## config.mk

```make
export PLATFORM = sky130hd
export DESIGN_NAME = sliding_window_average_unit
export DESIGN_NICKNAME = d
export VERILOG_FILES = /design/src/hdl/swa_pkg.sv /design/src/hdl/swa_ring.sv /design/src/hdl/swa_div.sv /design/src/hdl/sliding_window_average_unit.sv
export SDC_FILE = /design/constraint.sdc
export NUM_CORES = 2
export LEC_CHECK = 0
export ABC_CLOCK_PERIOD_IN_PS = 8100
export BUFFER_PORTS_ARGS = -buffer_cell sky130_fd_sc_hd__clkbuf_2
export CAP_MARGIN = 20
export CORE_MARGIN = 10
export CORE_UTILIZATION = 45
export CTS_BUF_LIST = sky130_fd_sc_hd__clkbuf_16
export DETAILED_ROUTE_END_ITERATION = 10
export SYNTH_ARGS = -nofsm -noshare
export SYNTH_HDL_FRONTEND = slang
export SYNTH_HIERARCHICAL = 1
export SYNTH_SLANG_ARGS = --single-unit
```

## constraint.sdc

```tcl
create_clock -name clk -period 8.1 [get_ports clk]
set_clock_uncertainty 0.1 [all_clocks]
set_input_delay 0.405 -clock clk [delete_from_list [all_inputs] [get_ports clk]]
set_output_delay 0.405 -clock clk [all_outputs]
set_load 0.02 [all_outputs]
```

## src/hdl/swa_pkg.sv

```systemverilog
// shared constants and types of the sliding window average unit
// no dependencies; used by swa_ring, swa_div and the top level
package swa_pkg;

  localparam int MAX_WINDOW = 64;
  localparam int ADDR_W     = $clog2(MAX_WINDOW);
  localparam int SAMPLE_W   = 32;
  localparam int WIN_W      = 7;
  localparam int SUM_W      = SAMPLE_W + ADDR_W;
  localparam int CNT_W      = $clog2(SUM_W);

  localparam logic [WIN_W-1:0] WIN_RESET = WIN_W'(10);
  localparam logic [WIN_W-1:0] WIN_MAX   = WIN_W'(MAX_WINDOW);

  typedef struct packed {
    logic busy;
    logic done;
  } swa_div_stat_t;

endpackage

```

## src/hdl/swa_ring.sv

```systemverilog
// history ring of past samples: one write port, one registered read port
// depends on swa_pkg
module swa_ring
  import swa_pkg::*;
(
  input  logic                clk,
  input  logic                wr_en,
  input  logic [ADDR_W-1:0]   wr_addr,
  input  logic [SAMPLE_W-1:0] wr_data,
  input  logic                rd_en,
  input  logic [ADDR_W-1:0]   rd_addr,
  output logic [SAMPLE_W-1:0] rd_data
);

  logic [SAMPLE_W-1:0] mem_r [MAX_WINDOW];
  logic [SAMPLE_W-1:0] rd_data_r;

  // read returns the old contents when both ports hit the same entry
  always_ff @(posedge clk) begin
    if (wr_en) begin
      mem_r[wr_addr] <= wr_data;
    end
    if (rd_en) begin
      rd_data_r <= mem_r[rd_addr];
    end
  end

  assign rd_data = rd_data_r;

endmodule

```

## src/hdl/swa_div.sv

```systemverilog
// bit-serial signed divider of the running sum by the window length
// one quotient bit per cycle, truncates toward zero; depends on swa_pkg
module swa_div
  import swa_pkg::*;
(
  input  logic                clk,
  input  logic                rst_n,
  input  logic                start,
  input  logic [SUM_W-1:0]    dividend,
  input  logic [WIN_W-1:0]    divisor,
  output logic [SAMPLE_W-1:0] quotient,
  output swa_div_stat_t       stat
);

  logic [SUM_W-1:0]  dvd_r, dvd_nxt;
  logic [WIN_W-1:0]  rem_r, rem_nxt;
  logic [WIN_W-1:0]  div_r;
  logic [CNT_W-1:0]  cnt_r;
  logic              neg_r;
  logic              busy_r;
  logic              done_r;
  logic [WIN_W:0]    trial;
  logic [WIN_W:0]    diff;
  logic              qbit;
  logic [SUM_W-1:0]  mag;

  assign mag = dividend[SUM_W-1] ? (~dividend + SUM_W'(1)) : dividend;

  always_comb begin
    trial   = {rem_r, dvd_r[SUM_W-1]};
    diff    = trial - {1'b0, div_r};
    qbit    = (trial >= {1'b0, div_r});
    rem_nxt = qbit ? diff[WIN_W-1:0] : trial[WIN_W-1:0];
    dvd_nxt = {dvd_r[SUM_W-2:0], qbit};
  end

  always_ff @(posedge clk) begin
    if (!rst_n) begin
      busy_r <= 1'b0;
      done_r <= 1'b0;
      cnt_r  <= '0;
    end else if (start) begin
      busy_r <= 1'b1;
      done_r <= 1'b0;
      cnt_r  <= '0;
    end else if (busy_r) begin
      cnt_r <= cnt_r + CNT_W'(1);
      if (cnt_r == CNT_W'(SUM_W - 1)) begin
        busy_r <= 1'b0;
        done_r <= 1'b1;
      end
    end
  end

  always_ff @(posedge clk) begin
    if (start) begin
      dvd_r <= mag;
      rem_r <= '0;
      div_r <= divisor;
      neg_r <= dividend[SUM_W-1];
    end else if (busy_r) begin
      dvd_r <= dvd_nxt;
      rem_r <= rem_nxt;
    end
  end

  // the mean always fits the sample width, so only the low bits are signed back
  assign quotient  = neg_r ? (~dvd_r[SAMPLE_W-1:0] + SAMPLE_W'(1)) : dvd_r[SAMPLE_W-1:0];
  assign stat.busy = busy_r;
  assign stat.done = done_r;

endmodule

```

## src/hdl/sliding_window_average_unit.sv

```systemverilog
// sliding window average unit: mean of the preceding window_length samples
// each input beat starts the bit-serial divider on the running sum of the preceding
// window; its quotient is loaded into the output register before the next beat is taken
// in_tready is low while an item is in work or its result cannot be loaded
// reset (synchronous, rst_n low): window empty, window_length = 10, no result held
module sliding_window_average_unit
  import swa_pkg::*;
(
  input  logic                clk,
  input  logic                rst_n,
  input  logic                cfg_wr_en,
  input  logic [WIN_W-1:0]    cfg_wr_data,
  input  logic                in_tvalid,
  output logic                in_tready,
  input  logic [SAMPLE_W-1:0] in_tdata,   // [31:0] sample
  input  logic                in_tlast,   // end_of_series
  output logic                out_tvalid,
  input  logic                out_tready,
  output logic [SAMPLE_W-1:0] out_tdata,  // [31:0] average
  output logic                out_tuser,  // average_valid
  output logic                out_tlast   // last_result
);

  localparam logic [1:0] ST_IDLE = 2'd0;
  localparam logic [1:0] ST_UPD  = 2'd1;
  localparam logic [1:0] ST_WAIT = 2'd2;

  logic [1:0]          state_r, state_nxt;
  logic [WIN_W-1:0]    win_r;
  logic [WIN_W-1:0]    fill_r;
  logic [ADDR_W-1:0]   wp_r;
  logic [SUM_W-1:0]    sum_r;
  logic                valid_r;
  logic                last_r;
  logic                out_valid_r;
  logic [SAMPLE_W-1:0] out_data_r;
  logic                out_user_r;
  logic                out_last_r;

  logic [WIN_W-1:0]    win_eff;
  logic                win_full;
  logic [ADDR_W-1:0]   old_addr;
  logic                accept;
  logic                load_out;
  logic [SAMPLE_W-1:0] old_sample;
  logic [SAMPLE_W-1:0] quotient;
  swa_div_stat_t       div_stat;

  always_comb begin
    win_eff = win_r;
    if (win_r == '0) begin
      win_eff = WIN_W'(1);
    end else if (win_r > WIN_MAX) begin
      win_eff = WIN_MAX;
    end
  end

  assign win_full = (fill_r >= win_eff);
  // oldest sample of the window; a full-size window wraps onto the write slot
  assign old_addr = wp_r - win_eff[ADDR_W-1:0];
  assign accept   = in_tvalid && in_tready;
  assign in_tready = (state_r == ST_IDLE);
  assign load_out = (state_r == ST_WAIT) && div_stat.done && !div_stat.busy &&
                    (!out_valid_r || out_tready);

  swa_ring u_ring (
    .clk     (clk),
    .wr_en   (accept),
    .wr_addr (wp_r),
    .wr_data (in_tdata),
    .rd_en   (accept),
    .rd_addr (old_addr),
    .rd_data (old_sample)
  );

  swa_div u_div (
    .clk      (clk),
    .rst_n    (rst_n),
    .start    (accept),
    .dividend (sum_r),
    .divisor  (win_eff),
    .quotient (quotient),
    .stat     (div_stat)
  );

  always_comb begin
    state_nxt = state_r;
    case (state_r)
      ST_IDLE: begin
        if (accept) begin
          state_nxt = ST_UPD;
        end
      end
      ST_UPD: begin
        state_nxt = ST_WAIT;
      end
      ST_WAIT: begin
        if (load_out) begin
          state_nxt = ST_IDLE;
        end
      end
      default: begin
        state_nxt = ST_IDLE;
      end
    endcase
  end

  always_ff @(posedge clk) begin
    if (!rst_n) begin
      state_r     <= ST_IDLE;
      win_r       <= WIN_RESET;
      fill_r      <= '0;
      wp_r        <= '0;
      sum_r       <= '0;
      valid_r     <= 1'b0;
      last_r      <= 1'b0;
      out_valid_r <= 1'b0;
    end else begin
      state_r <= state_nxt;
      if (cfg_wr_en) begin
        win_r  <= cfg_wr_data;
        fill_r <= '0;
        wp_r   <= '0;
        sum_r  <= '0;
      end else if (accept) begin
        // divider takes the old sum on this edge, the new sample goes in now
        valid_r <= win_full;
        last_r  <= in_tlast;
        sum_r   <= sum_r + {{ADDR_W{in_tdata[SAMPLE_W-1]}}, in_tdata};
        wp_r    <= wp_r + ADDR_W'(1);
        if (!win_full) begin
          fill_r <= fill_r + WIN_W'(1);
        end
      end else if (state_r == ST_UPD) begin
        if (last_r) begin
          fill_r <= '0;
          wp_r   <= '0;
          sum_r  <= '0;
        end else if (valid_r) begin
          sum_r <= sum_r - {{ADDR_W{old_sample[SAMPLE_W-1]}}, old_sample};
        end
      end
      if (load_out) begin
        out_valid_r <= 1'b1;
      end else if (out_tready) begin
        out_valid_r <= 1'b0;
      end
    end
  end

  always_ff @(posedge clk) begin
    if (load_out) begin
      out_data_r <= valid_r ? quotient : '0;
      out_user_r <= valid_r;
      out_last_r <= last_r;
    end
  end

  assign out_tvalid = out_valid_r;
  assign out_tdata  = out_data_r;
  assign out_tuser  = out_user_r;
  assign out_tlast  = out_last_r;

endmodule
```

==> results.yml <==
status:
  status: "finished clean"
power:
  power.switching_mw: 6.65
  swShare_pct: 25.2
  leakagePower_nw: 33.4
  combinationalPowerShare_pct: 12.9
  power_mw: 26.3
  p_int_mw: 19.7
  max-vdd-ir-drop_v: 0.000237
  powerDensity_mw_per_mm2: 255
  power_frac_seq_pct: 49.4
  power.share.clock_pct: 37.7
drt:
  routedWlPerCell_um: 32.1
  routed-via-count: 48700
  drt_iter0_drc: 5574
  via_per_inst: 6.18
  wl_um: 253000
  dr.pass1.iters: 6
  ant_nets: 0
  drc: 0
final_layout:
  final_nets: 5178
  nFillCells: 16200
  final_util_pct: 51.0
  syn2layout_area_growth_pct: 12.9
  drive_gt1_share_pct: 23.0
floorplan:
  fp.dieH_um: 471
  dieArea_mm2: 0.222
  io_pins: 81
  rows: 165
  dieWidth_um: 471
  core-area_mm2: 0.202
  start_util_pct: 45.2
yosys:
  ys_types: 92
  yosysSeqAreaShare_pct: 72.6
  syn_inst: 4801
  yosys-top-cells-area: "edfxtp_1 71%, mux4_2 13%, dfxtp_1 1.7%"
  synth_fa_ha_area_share_pct: 1.44
  synth_common_cells: "2160 x edfxtp_1, 544 x mux4_2, 274 x nor2_1, 186 x a21oi_1, 134 x clkbuf_1"
  postSynthAreaPerCell_um2: 19.1
  synth_nets: 4949
  synth_top_area_cell: "edfxtp_1"
  synth_top_area_share_pct: 70.9
  synth-async-reset-ratio_pct: 0
  synthMuxAreaShare_pct: 14.6
  ys.flop_type: "edfxtp_1"
  synth_edf_count: 2160
  yosys_register_bits: 2238
  yosys.area_share.simple_pct: 3.63
  synth_compound_area_share_pct: 4.70
  ys_warn_count: 6
  synth.most_common_cell: "edfxtp_1"
  mappedNetlistArea_mm2: 0.0915
  synth_top_family_by_area: "multiplexers"
  synth_xor_area_share_pct: 1.41
critical_path:
  required_ps: 8580
  path_class: "reg -> reg"
  crit_path_end_kind: "flop"
  arrival_ps: 5920
  critPathLaunchType: "flop"
  reg2reg_depth: 12
  cp_max_fo: 83
grt:
  grt-ovfl-total: 0
  grt_pass1_wl_um: 361000
  grt_start_max_net_pins: 106
  grt_usage_pct: 22.5
  antenna_found_initial: 12
  grt_pass1_vias: 49000
place:
  gp_congestion: 0.864
  io_buffer_count: 80
  hpwl_um: 140000
sta:
  clock.fmax_mhz: 184
  worst_pin_slew_ps: 1150
  setup_viol: 0
  finalHoldViolations: 0
  rsz0062_at_grt: "no"
  tns_ps: 0
  fin_crit_ps: 5430
  slew_headroom_pct: 22.9
  fin_crit_sh_pct: 67.1
  slew_viol_final: 0
clocking:
  htree_levels: 4
  ctsLongestPathBuffers: 3
  cts_resized: 0
  clk_latency_ps: 870
  numCtsBuffers: 221
  postCtsSetupRepairBufs: 0
  cts_tree: "yes"
  cts.sinks: 2238
  path_clk_slew_ps: 60
  root_buffer: "clkbuf_16"
  cts_hold_buf: 33
worst_hold_path:
  hold_path_depth: 1
  hp-class: "in -> reg"
flow_run:
  cap_violations: 0
## cell type report
class,instances,area (um2),area share (%)
Antenna cell,4,10.0,0.00969
Clock buffer,221,5530,5.36
Clock inverter,182,1510,1.46
Inverter,80,320,0.310
Multi-Input combinational cell,2227,24100,23.4
Sequential cell,2238,66400,64.3
Tap cell,2672,3340,3.24
Timing Repair Buffer,262,2000,1.94
## worst max-delay path, cell delays in order (launching register included)
cell and delay [ps]:
dfxtp_1 320, nor3_1 230, a21oi_1 110, nor2_1 270, ha_1 250, fa_1 500
inv_8 580, buf_4 780, mux4_2 630, o221ai_1 160, a21oi_1 170, a21oi_1 740
nor2_1 110
## path summary, 6_finish.rpt
kind,start,to,slack [ps]
worst min register to register,u_div/done_r,u_div/done_r,370
worst max-delay path,win_r[4],u_ring/rd_data[14],2670
worst min-delay path,in_tdata[29],u_ring/mem_r[1][29],50
worst max register to register,win_r[4],u_ring/rd_data[14],2670
## kinds of logic after synthesis
kind of cell / after synthesis
DFF: 2238
and+or+nand+nor: 688
muxes: 655
AOI/OAI and AO/OA: 634
buffers and inverters: 336
xor gates and xnor gates: 147
adders and majority gates: 103
## metal layers
layer | vias to the layer above | wire, um | share of wire (%) | global-route usage (%)
met5 | - | 40 | 0.016 | 0
met4 | 6 | 9800 | 3.9 | 7.85
met3 | 419 | 21500 | 8.5 | 4.37
met2 | 2141 | 119000 | 47 | 36.1
met1 | 25900 | 102000 | 40 | 30.8
li1 | 20200 | - | - | -
## metrics by stage
| stage | setup slack [ps] | cells | instance area, um2 | hold slack (ps) |
|---|---|---|---|---|
| 2_1_floorplan | 2140 | 4801 | 91500 | 338 |
| 3_3_place_gp | 2600 | 7441 | 95800 | 357 |
| 3_5_place_dp | 2600 | 7446 | 95900 | 362 |
| 4_1_cts | 2600 | 7882 | 103000 | 11.2 |
| 5_1_grt | 2470 | 7883 | 103000 | 53.5 |
| 6_report | 2670 | 7886 | 103000 | 47.4 |
## sequential cells by signal (all words and copies together) (netlist names), 2 cells and up
| name | count |
|---|---|
| u_div/cnt_r | 6 |
| u_ring/rd_data | 32 |
| state_r | 2 |
| fill_r | 7 |
| sum_r | 38 |
| wp_r | 6 |
| out_tdata | 32 |
| win_r | 7 |
| u_div/dvd_r | 38 |
| u_ring/mem_r | 2048 |
| u_div/div_r | 7 |
| u_div/rem_r | 7 |
## placed cells by master, fill, tap and decap left out, types with 63 or more instances in the layout
master     count
nand2_1      115
a21oi_1      186
ha_1          99
nor2_1       211
o22ai_1       86
dfxtp_1       78
nor2_4        63
mux2i_1      109
buf_4        136
xor2_1        68
xnor2_1       75
clkbuf_16    221
clkbuf_2      80
o21ai_0       76
mux4_2       544
edfxtp_1    2160
inv_1        131
## power groups by stage
stage	logic (mW)	registers, mW	clock network, mW
3_3_place_gp	3.36	13.3	0
5_1_grt	3.63	13.0	10.6
3_5_place_dp	3.39	13.3	0
6_report	3.39	13.0	9.94
4_1_cts	3.41	13.0	10.1
2_1_floorplan	2.26	13.2	0
Power figures use the tool's default switching activity.
